==> config.mk <==
export PLATFORM = sky130hd
export DESIGN_NAME = elevator_look_scheduler
export DESIGN_NICKNAME = d
export VERILOG_FILES = /design/src/rtl/els_pkg.sv /design/src/rtl/els_ctrl.sv /design/src/rtl/els_datapath.sv /design/src/rtl/elevator_look_scheduler.sv
export SDC_FILE = /design/constraint.sdc
export NUM_CORES = 1
export LEC_CHECK = 0
export BUFFER_PORTS_ARGS = -buffer_cell sky130_fd_sc_hd__buf_2
export CAP_MARGIN = 20
export CORE_MARGIN = 2
export CORE_UTILIZATION = 55
export DETAILED_ROUTE_END_ITERATION = 8
export PLACE_DENSITY_LB_ADDON = 0.25
export SLEW_MARGIN = 20
export SYNTH_ARGS = -nofsm -noshare
export SYNTH_HDL_FRONTEND = slang
export SYNTH_HIERARCHICAL = 1
export SYNTH_SLANG_ARGS = --single-unit
==> constraint.sdc <==
create_clock -name clock -period 8.8 [get_ports clock]
set_input_delay 1.32 -clock clock [delete_from_list [all_inputs] [get_ports clock]]
set_output_delay 1.32 -clock clock [all_outputs]
set_load 0.01 [all_outputs]
==> src/rtl/els_pkg.sv <==
// ----------------------------------------------------------------------------
// els_pkg
// Shared types and constants for the LOOK elevator request scheduler.
// ----------------------------------------------------------------------------
package els_pkg;

   localparam int NUM_FLOORS  = 64;
   localparam int MAP_WIDTH   = 64;
   localparam int FLOOR_W     = 6;
   localparam int GROUP_W     = 8;
   localparam int GROUPS      = MAP_WIDTH / GROUP_W;
   localparam int GRP_SEL_W   = $clog2(GROUPS);
   localparam int GRP_IDX_W   = $clog2(GROUP_W);
   localparam int COUNT_W     = 8;
   localparam int FLOOR_LIMIT = (NUM_FLOORS < MAP_WIDTH) ? NUM_FLOORS : MAP_WIDTH;

   typedef enum logic [2:0] {
      EV_QUEUED = 3'd0,
      EV_DOOR   = 3'd1,
      EV_MOVE   = 3'd2,
      EV_IDLE   = 3'd3,
      EV_REJECT = 3'd4
   } event_type;

   typedef enum logic [1:0] {
      DIR_IDLE = 2'd0,
      DIR_UP   = 2'd1,
      DIR_DOWN = 2'd2
   } dir_type;

   typedef enum logic [1:0] {
      ST_IDLE,
      ST_EVAL,
      ST_SELECT,
      ST_RESP
   } state_type;

   typedef struct packed {
      logic load;
      logic eval;
      logic select;
   } cmd_type;

   typedef struct packed {
      logic needs_select;
   } status_type;

endpackage

==> src/rtl/els_ctrl.sv <==
// ----------------------------------------------------------------------------
// els_ctrl
// Sequencer: loads a transaction, evaluates it, runs the bitmap search for
// dispatches, then presents the result for one cycle.
// ----------------------------------------------------------------------------
module els_ctrl (
   input  logic                clock,
   input  logic                reset,
   input  logic                start,
   output logic                busy,
   output logic                rsp_strobe,
   output els_pkg::cmd_type    cmd,
   input  els_pkg::status_type status
);

   els_pkg::state_type state_ff, state_in;

   always_ff @(posedge clock) begin
      if (reset) begin
         state_ff <= els_pkg::ST_IDLE;
      end else begin
         state_ff <= state_in;
      end
   end

   always_comb begin
      state_in   = state_ff;
      cmd        = '0;
      busy       = 1'b1;
      rsp_strobe = 1'b0;
      case (state_ff)
         els_pkg::ST_IDLE: begin
            busy = 1'b0;
            if (start) begin
               cmd.load = 1'b1;
               state_in = els_pkg::ST_EVAL;
            end
         end
         els_pkg::ST_EVAL: begin
            cmd.eval = 1'b1;
            state_in = status.needs_select ? els_pkg::ST_SELECT : els_pkg::ST_RESP;
         end
         els_pkg::ST_SELECT: begin
            cmd.select = 1'b1;
            state_in   = els_pkg::ST_RESP;
         end
         els_pkg::ST_RESP: begin
            rsp_strobe = 1'b1;
            state_in   = els_pkg::ST_IDLE;
         end
         default: begin
            state_in = els_pkg::ST_IDLE;
         end
      endcase
   end

endmodule

==> src/rtl/els_datapath.sv <==
// ----------------------------------------------------------------------------
// els_datapath
// Request bitmaps, car position, direction, pending counter and the
// two-level (bit within each group, then group) nearest-request search.
// ----------------------------------------------------------------------------
module els_datapath #(
   parameter int NUM_FLOORS = els_pkg::NUM_FLOORS
) (
   input  logic                            clock,
   input  logic                            reset,
   input  els_pkg::cmd_type                cmd,
   output els_pkg::status_type             status,
   input  logic                            req_kind,
   input  logic [7:0]                      req_floor,
   output logic [2:0]                      rsp_event_res,
   output logic [els_pkg::FLOOR_W-1:0]     rsp_target_floor,
   output logic [1:0]                      rsp_travel_direction,
   output logic [els_pkg::COUNT_W-1:0]     rsp_pending_count
);

   localparam int GW = els_pkg::GROUP_W;
   localparam int NG = els_pkg::GROUPS;
   localparam int IW = els_pkg::GRP_IDX_W;
   localparam int SW = els_pkg::GRP_SEL_W;
   localparam int FL = (NUM_FLOORS < els_pkg::MAP_WIDTH) ? NUM_FLOORS : els_pkg::MAP_WIDTH;

   logic                               kind_ff;
   logic [7:0]                         floor_ff;
   logic [els_pkg::MAP_WIDTH-1:0]      up_ff, up_in;
   logic [els_pkg::MAP_WIDTH-1:0]      down_ff, down_in;
   logic [els_pkg::FLOOR_W-1:0]        cur_ff, cur_in;
   els_pkg::dir_type                   dir_ff, dir_in;
   logic [els_pkg::COUNT_W-1:0]        count_ff, count_in;
   logic                               take_up_ff, take_up_in;
   logic [NG-1:0]                      grp_any_ff, grp_any_in;
   logic [NG-1:0][IW-1:0]              grp_idx_ff, grp_idx_in;
   els_pkg::event_type                 ev_ff, ev_in;
   logic [els_pkg::FLOOR_W-1:0]        tgt_ff, tgt_in;

   logic                               up_any, down_any;
   logic [els_pkg::FLOOR_W-1:0]        floor6;
   logic [els_pkg::MAP_WIDTH-1:0]      sel_map;
   logic [SW-1:0]                      grp_pick;
   logic [els_pkg::FLOOR_W-1:0]        found;

   function automatic logic [IW-1:0] lowest_bit(input logic [GW-1:0] v);
      logic [IW-1:0] r;
      r = '0;
      for (int i = GW - 1; i >= 0; i--) begin
         if (v[i]) r = IW'(i);
      end
      return r;
   endfunction

   function automatic logic [IW-1:0] highest_bit(input logic [GW-1:0] v);
      logic [IW-1:0] r;
      r = '0;
      for (int i = 0; i < GW; i++) begin
         if (v[i]) r = IW'(i);
      end
      return r;
   endfunction

   assign up_any              = |up_ff;
   assign down_any            = |down_ff;
   assign floor6              = floor_ff[els_pkg::FLOOR_W-1:0];
   assign status.needs_select = kind_ff & (up_any | down_any);

   always_comb begin
      grp_pick = '0;
      if (take_up_ff) begin
         for (int g = NG - 1; g >= 0; g--) begin
            if (grp_any_ff[g]) grp_pick = SW'(g);
         end
      end else begin
         for (int g = 0; g < NG; g++) begin
            if (grp_any_ff[g]) grp_pick = SW'(g);
         end
      end
      found = {grp_pick, grp_idx_ff[grp_pick]};
   end

   always_comb begin
      up_in      = up_ff;
      down_in    = down_ff;
      cur_in     = cur_ff;
      dir_in     = dir_ff;
      count_in   = count_ff;
      take_up_in = take_up_ff;
      grp_any_in = grp_any_ff;
      grp_idx_in = grp_idx_ff;
      ev_in      = ev_ff;
      tgt_in     = tgt_ff;
      sel_map    = '0;

      if (cmd.eval) begin
         tgt_in = cur_ff;
         if (!kind_ff) begin
            if (floor_ff >= 8'(FL)) begin
               ev_in = els_pkg::EV_REJECT;
            end else if (floor6 == cur_ff) begin
               ev_in = els_pkg::EV_DOOR;
            end else if (floor6 < cur_ff) begin
               ev_in            = els_pkg::EV_QUEUED;
               down_in[floor6]  = 1'b1;
               if (!down_ff[floor6]) count_in = count_ff + els_pkg::COUNT_W'(1);
            end else begin
               ev_in          = els_pkg::EV_QUEUED;
               up_in[floor6]  = 1'b1;
               if (!up_ff[floor6]) count_in = count_ff + els_pkg::COUNT_W'(1);
            end
         end else if (!up_any && !down_any) begin
            ev_in = els_pkg::EV_IDLE;
         end else begin
            ev_in = els_pkg::EV_MOVE;
            case (dir_ff)
               els_pkg::DIR_UP: begin
                  take_up_in = up_any;
                  dir_in     = up_any ? els_pkg::DIR_UP : els_pkg::DIR_DOWN;
               end
               els_pkg::DIR_DOWN: begin
                  take_up_in = !down_any;
                  dir_in     = down_any ? els_pkg::DIR_DOWN : els_pkg::DIR_UP;
               end
               default: begin
                  take_up_in = up_any;
                  dir_in     = up_any ? els_pkg::DIR_UP : els_pkg::DIR_DOWN;
               end
            endcase
            sel_map = take_up_in ? up_ff : down_ff;
            for (int g = 0; g < NG; g++) begin
               grp_any_in[g] = |sel_map[g*GW +: GW];
               grp_idx_in[g] = take_up_in ? lowest_bit(sel_map[g*GW +: GW])
                                          : highest_bit(sel_map[g*GW +: GW]);
            end
         end
      end

      if (cmd.select) begin
         if (take_up_ff) begin
            up_in[found] = 1'b0;
         end else begin
            down_in[found] = 1'b0;
         end
         cur_in   = found;
         tgt_in   = found;
         count_in = count_ff - els_pkg::COUNT_W'(1);
      end
   end

   always_ff @(posedge clock) begin
      if (reset) begin
         up_ff    <= '0;
         down_ff  <= '0;
         cur_ff   <= '0;
         dir_ff   <= els_pkg::DIR_IDLE;
         count_ff <= '0;
      end else begin
         up_ff    <= up_in;
         down_ff  <= down_in;
         cur_ff   <= cur_in;
         dir_ff   <= dir_in;
         count_ff <= count_in;
      end
   end

   always_ff @(posedge clock) begin
      if (cmd.load) begin
         kind_ff  <= req_kind;
         floor_ff <= req_floor;
      end
      take_up_ff <= take_up_in;
      grp_any_ff <= grp_any_in;
      grp_idx_ff <= grp_idx_in;
      ev_ff      <= ev_in;
      tgt_ff     <= tgt_in;
   end

   assign rsp_event_res        = ev_ff;
   assign rsp_target_floor     = tgt_ff;
   assign rsp_travel_direction = dir_ff;
   assign rsp_pending_count    = count_ff;

endmodule

==> src/rtl/elevator_look_scheduler.sv <==
// ----------------------------------------------------------------------------
// elevator_look_scheduler
// LOOK elevator request scheduler: floor requests and dispatch commands in,
// one result transaction out per command.
// ----------------------------------------------------------------------------
// A transaction is taken when start is high and busy is low. Its result
// appears on the rsp_ ports for exactly one cycle with rsp_strobe high and
// cannot be held off; capture it in that cycle. A floor request, and a
// dispatch with nothing pending, go through evaluate and respond before the
// next acceptance; a dispatch that finds a pending request also goes through
// select, the second level of the nearest-request search: evaluate scans the
// 64-bit bitmap as eight 8-bit groups, then select picks the group.
module elevator_look_scheduler #(
   parameter int NUM_FLOORS = els_pkg::NUM_FLOORS
) (
   input  logic                            clock,
   input  logic                            reset,
   input  logic                            start,
   output logic                            busy,
   input  logic                            req_kind,
   input  logic [7:0]                      req_floor,
   output logic                            rsp_strobe,
   output logic [2:0]                      rsp_event_res,
   output logic [els_pkg::FLOOR_W-1:0]     rsp_target_floor,
   output logic [1:0]                      rsp_travel_direction,
   output logic [els_pkg::COUNT_W-1:0]     rsp_pending_count
);

   els_pkg::cmd_type    cmd;
   els_pkg::status_type status;

   els_ctrl u_ctrl (
      .clock      (clock),
      .reset      (reset),
      .start      (start),
      .busy       (busy),
      .rsp_strobe (rsp_strobe),
      .cmd        (cmd),
      .status     (status)
   );

   els_datapath #(
      .NUM_FLOORS (NUM_FLOORS)
   ) u_datapath (
      .clock                (clock),
      .reset                (reset),
      .cmd                  (cmd),
      .status               (status),
      .req_kind             (req_kind),
      .req_floor            (req_floor),
      .rsp_event_res        (rsp_event_res),
      .rsp_target_floor     (rsp_target_floor),
      .rsp_travel_direction (rsp_travel_direction),
      .rsp_pending_count    (rsp_pending_count)
   );

endmodule
==> results.sh, run 1 <==
export IMPL_seq_area_frac_synth=0.421
export IMPL_crit_slowest_cell="o31a_1"
export IMPL_synthAdderAreaFrac=0.0220
export IMPL_layout_drive_gt1_share=0.116
export IMPL_die_h_um=143
export IMPL_rows=50
export IMPL_drt_iter0_drc=1363
export IMPL_power_density_nw_per_um2=212
export IMPL_io_buffers=32
export IMPL_setup_tns_final_ns=0
export IMPL_max_cap_viol_count=0
export IMPL_crit_arrival_ns=4.34
export IMPL_syn_instance_count=1169
export IMPL_startpoint_type="flop"
export IMPL_fmax_mhz=246
export IMPL_dp_cells=1370
export IMPL_clk_latency_ns=0.45
export IMPL_min_period_ns=4.06
export IMPL_drc=0
export IMPL_slew_viol_final=0
export IMPL_syn_cell_area_um2=10600
export IMPL_cts_setup_buffers=0
export IMPL_netlist_cell_type_count=76
export IMPL_clk_pin_slew_ns=0.07
export IMPL_via_count=9887
export IMPL_grt_max_degree=77
export IMPL_crit_fanout=13
export IMPL_grtUsageTotal=0.350
export IMPL_total_power_w=0.00241
export IMPL_async_flop_share=0
export IMPL_ios=33
export IMPL_first_pass_iters=8
export IMPL_max_stage_delay_ns=0.66
export IMPL_grt_overflow_total=0
export IMPL_synth_top_family_by_area="compound AO/OA/AOI/OAI gates"
export IMPL_synthFlopType="dfxtp_1"
export IMPL_cts_num_sinks=197
export IMPL_setup_violations_final=0
export IMPL_muxShareOfSynthArea=0.0893
export IMPL_min_path_cells=2
export IMPL_synth_xor_area_frac=0.00497
export IMPL_rsz0062_at_grt="no"
export IMPL_synth_seq_cells=197
export IMPL_critPathRequiredTime_ns=9.08
export IMPL_die_area_um2=20300
export IMPL_hpwl_mm=23.4
export IMPL_finalWeightedCongestion=1.05
export IMPL_path_common_cell="mux2i_1"
export IMPL_synth_edf_count=51
export IMPL_layout_cells_non_filler=1402
export IMPL_cts_hold_fix_buffers=0
export IMPL_cts_buffer_depth=2
export IMPL_fin_util=0.605
export IMPL_yosys_area_share_simple=0.163
export IMPL_synth_yosys_warnings=6
export IMPL_cts_root_buffer="clkbuf_16"
export IMPL_cts_tree="yes"
export IMPL_grt_antenna_before_repair=1
export IMPL_area_growth_pct=7.35
export IMPL_synth_top_area_cell="dfxtp_1"
export IMPL_num_antenna_cells=0
export IMPL_worstPathCellList="o41ai_1 > o31a_1 > mux2i_1 > mux2i_1 > mux2i_2 > buf_4 > nand3_1 > nor2_1 > a211oi_1"
export IMPL_crit_type="reg2reg"
export IMPL_h_tree_depth=4
export IMPL_final_fill_count=1666
export IMPL_post_route_period_util=0.462
export IMPL_grt_pass1_wl_mm=53.4
export IMPL_status="complete, no violations"
export IMPL_seq_area_um2=4450
export IMPL_routedWlPerCell_um=24.9
export IMPL_syn_nets=1199
export IMPL_ir_drop_uv=148
export IMPL_rr_worst_depth=9
export IMPL_cts_resized=0
export IMPL_maxSlewHeadroom=0.199
export IMPL_initial_core_util=0.563
export IMPL_endpoint_kind="flop"
export IMPL_routed_wirelength_mm=34.9
export IMPL_min_path_type="reg2reg"
export IMPL_cts_buffers=17
export IMPL_synth_area_top_cells="dfxtp_1 (28%), edfxtp_1 (14%), a211oi_1 (8.6%)"
export IMPL_nNetsFinal=1185
export IMPL_multi_input_area_um2=5630
export IMPL_synth_top_area_frac=0.277
export IMPL_synth_compound_area_share=0.250
export IMPL_grt_pass1_vias=9066
export IMPL_worstMarginPinSlew_ns=1.20
export IMPL_syn_area_per_cell_um2=9.04
export IMPL_fp_dieW_um=143
export IMPL_skew_ns=0.0140
export IMPL_viasPerCell=7.05
export IMPL_p_leak_nw=3.92
export IMPL_final_hold_violation_count=0
export IMPL_core_um2=18800
export IMPL_route_antenna_remaining_nets=0
==> final timing paths <==
path	from	end	slack, ns
max	u_datapath/grp_any_ff[1]	u_datapath/up_ff[20]	4.74
min	u_datapath/rsp_travel_direction[1]	u_datapath/rsp_travel_direction[1]	0.53
max reg2reg	u_datapath/grp_any_ff[1]	u_datapath/up_ff[20]	4.74
min reg2reg	u_datapath/rsp_travel_direction[1]	u_datapath/rsp_travel_direction[1]	0.53
==> cell usage in the layout, fill, tap and decap left out, types with 23 or more instances in the layout <==
master    Yosys  final
a21oi_1     168    168
nor2_1      161    159
dfxtp_1     146    146
a211oi_1    121    121
edfxtp_1     51     51
mux2i_1      44     43
nor3_1       46     42
inv_1        34     34
buf_2        19     31
nand2_1      31     31
o21ai_0      26     26
o31ai_1      24     24
nand3_1      23     23
==> registers in the layout (all words and copies together), names as in the netlist, 6 cells and up <==
| register | flops |
|---|---|
| u_datapath/down_ff | 64 |
| u_datapath/up_ff | 64 |
| u_datapath/grp_idx_ff | 24 |
| u_datapath/floor_ff | 8 |
| u_datapath/grp_any_ff | 8 |
| u_datapath/rsp_pending_count | 8 |
| u_datapath/cur_ff | 6 |
| u_datapath/rsp_target_floor | 6 |
==> critical path: cells and delay by family (launching register included) <==
family | cells | cell delay, ns
AO/OA/AOI/OAI | 3 | 1.29
AND/OR/NAND/NOR | 2 | 0.99
multiplexers | 3 | 0.87
flip-flops | 1 | 0.44
buffers and inverters | 1 | 0.30
==> stage by stage <==
step	hold WS, ns	instance area, um2	setup WS, ns
after floorplan	0.477	10600	5.91
after global placement	0.508	10700	4.08
after detailed placement	0.510	10800	4.95
after CTS	0.522	11300	4.90
after global routing	0.557	11300	4.61
final	0.529	11300	4.74
==> Yosys cell counts (7+ instances only) <==
library cell	instances
nand3_1	23
mux2_2	10
mux4_2	15
dfxtp_1	146
o21ai_0	26
buf_2	19
clkbuf_1	43
nor3_1	46
nor2b_1	20
a21oi_1	168
nand2_1	31
buf_6	10
a211oi_1	121
a31oi_1	9
ha_1	17
a211oi_2	10
or4_1	7
mux2i_1	44
nor4_1	18
o31ai_1	24
inv_1	34
nor2_1	161
edfxtp_1	51
or3_1	7
==> cells by family after synthesis <==
family / after synthesis
compound gates: 405
xor+xnor: 6
fa+ha+maj: 18
buf+inv: 113
flops: 197
mux: 73
simple gates: 357
==> cell type report <==
type	count	area share
repair buffers	43	0.0216
multi-input cells	859	0.496
flip-flops and latches	197	0.393
well taps	234	0.0258
inverters	37	0.0122
clock buffers	17	0.0375
clock inverters	15	0.0142
==> layer usage <==
metal | track usage | share of wire | wire length [um]
met1 | 0.477 | 0.39 | 13500
met2 | 0.512 | 0.43 | 14900
met3 | 0.0962 | 0.13 | 4610
met4 | 0.173 | 0.055 | 1920
met5 | 0 | 0.00034 | 12
==> report_power, final <==
| group | switching (W) | leakage (nW) | internal [W] |
|---|---|---|---|
| clock network | 0.000388 | 0.280 | 0.000380 |
| registers | 0.0000431 | 1.66 | 0.000996 |
| logic | 0.000406 | 1.98 | 0.000196 |
| total | 0.000838 | 3.92 | 0.00157 |
No activity file was read; power rests on OpenSTA's default activity.
==> run 2, diff against run 1 <==
clock period = 4.18 ns   (was 8.8 ns; I/O delays follow)
==> results.sh, run 2 (synthesis results as in run 1) <==
export IMPL_cts_buffers=17
export IMPL_max_cap_viol_count=0
export IMPL_critPathRequiredTime_ns=4.53
export IMPL_hpwl_mm=24.0
export IMPL_nNetsFinal=1203
export IMPL_min_path_cells=1
export IMPL_worstHoldStart="req_floor[1]"
export IMPL_min_period_ns=3.82
export IMPL_core_um2=18800
export IMPL_critPathLaunch="u_datapath/floor_ff[0]"
export IMPL_min_to="u_datapath/floor_ff[1]"
export IMPL_crit_slowest_cell="nor2_1"
export IMPL_rr_worst_depth=10
export IMPL_skew_ns=0.00859
export IMPL_via_count=9852
export IMPL_crit_type="reg2reg"
export IMPL_endpoint_kind="flop"
export IMPL_dp_cells=1388
export IMPL_maxSlewHeadroom=0.145
export IMPL_layout_cells_non_filler=1422
export IMPL_ir_drop_uv=285
export IMPL_power_density_nw_per_um2=446
export IMPL_initial_core_util=0.563
export IMPL_area_growth_pct=8.48
export IMPL_io_buffers=32
export IMPL_final_common_cell="a21oi_1"
export IMPL_rows=50
export IMPL_worstMarginPinSlew_ns=1.28
export IMPL_crit_fanout=9
export IMPL_fin_util=0.611
export IMPL_clk_latency_ns=0.44
export IMPL_setup_ws_ns=0.362
export IMPL_cts_hold_fix_buffers=0
export IMPL_p_leak_nw=4.00
export IMPL_cts_buffer_depth=2
export IMPL_largestRegisters="u_datapath/down_ff (64), u_datapath/up_ff (64), u_datapath/grp_idx_ff (24)"
export IMPL_routedWlPerCell_um=24.7
export IMPL_crit_arrival_ns=4.17
export IMPL_viasPerCell=6.93
export IMPL_layout_drive_gt1_share=0.126
export IMPL_drt_iter0_drc=1556
export IMPL_multi_input_area_um2=5610
export IMPL_worstPathCellList="clkinv_1 > ha_1 > nor2b_1 > o21a_1 > o21ai_0 > a21oi_1 > nand2_1 > nor2_1 > a21oi_1 > a211oi_1"
export IMPL_grt_antenna_before_repair=0
export IMPL_status="complete, no violations"
export IMPL_r2r_slack_ns=0.36
export IMPL_cts_root_buffer="clkbuf_16"
export IMPL_final_cell_mix="a21oi_1 (168), nor2_1 (159), dfxtp_1 (146), a211oi_1 (121), edfxtp_1 (51)"
export IMPL_finalWeightedCongestion=0.990
export IMPL_routed_wirelength_mm=35.1
export IMPL_grtUsageTotal=0.348
export IMPL_drc=0
export IMPL_path_common_cell="a21oi_1"
export IMPL_pre_cts_slack_ns=0.587
export IMPL_post_route_period_util=0.914
export IMPL_ios=33
export IMPL_route_antenna_remaining_nets=0
export IMPL_die_area_um2=20300
export IMPL_grt_max_degree=96
export IMPL_clk_pin_slew_ns=0.07
export IMPL_cts_resized=0
export IMPL_cts_num_sinks=197
export IMPL_fp_dieW_um=143
export IMPL_grt_pass1_vias=9018
export IMPL_final_hold_violation_count=0
export IMPL_slew_viol_final=0
export IMPL_timing_rr_start="u_datapath/floor_ff[0]"
export IMPL_die_h_um=143
export IMPL_grt_pass1_wl_mm=53.3
export IMPL_rsz0062_at_grt="no"
export IMPL_first_pass_iters=7
export IMPL_setup_violations_final=0
export IMPL_startpoint_type="flop"
export IMPL_max_stage_delay_ns=1.03
export IMPL_fmax_mhz=262
export IMPL_min_path_type="in2reg"
export IMPL_h_tree_depth=4
export IMPL_grt_overflow_total=0
export IMPL_seq_area_um2=4450
export IMPL_cts_tree="yes"
export IMPL_r2r_end="u_datapath/up_ff[38]"
export IMPL_setup_tns_final_ns=0
export IMPL_cts_setup_buffers=0
export IMPL_final_fill_count=1672
run 2: metrics by stage:
step	instance area (um2)	hold WS [ns]	total power, W
global placement	10900	0.497	0.00346
floorplan	10600	0.477	0.00307
finish	11500	0.361	0.00512
CTS	11500	0.355	0.00507
global route	11500	0.347	0.00528
detailed placement	10900	0.516	0.00348
run 2: layout make-up:
class	instances	share of cell area
sequential	197	0.388
tap	234	0.0255
multi-input combinational	859	0.489
clock inverter	15	0.0128
antenna	2	0.000436
inverter	37	0.0121
timing repair buffer	61	0.0343
clock buffer	17	0.0371
run 2: worst max-delay path, delay by kind of cell (launching register included):
| kind | cells | cell delay [ns] |
|---|---|---|
| AO/OA/AOI/OAI | 5 | 1.11 |
| flip-flops | 1 | 0.37 |
| adder cells (fa/ha/maj) | 1 | 0.38 |
| buffers and inverters | 1 | 0.39 |
| AND/OR/NAND/NOR | 3 | 1.49 |
run 2: power by group:
group          internal, W  switching (W)
logic             0.000433       0.000866
clock network     0.000837       0.000787
registers          0.00210      0.0000953
total              0.00337        0.00175
run 2: per-layer routing:
metal | track usage | vias to the layer above | wire, um
met3 | 0.0993 | 142 | 4600
met5 | 0 | - | 0
met4 | 0.187 | 0 | 2060
li1 | - | 4427 | -
met2 | 0.496 | 720 | 14600
met1 | 0.477 | 4563 | 13900
run 2: worst max-delay path by stage:
stage	endpoint
floorplan	u_datapath/rsp_travel_direction[0]
global placement	u_datapath/grp_idx_ff[4]
global route	u_datapath/up_ff[62]
finish	u_datapath/up_ff[38]
CTS	u_datapath/grp_idx_ff[4]
detailed placement	u_datapath/grp_idx_ff[4]
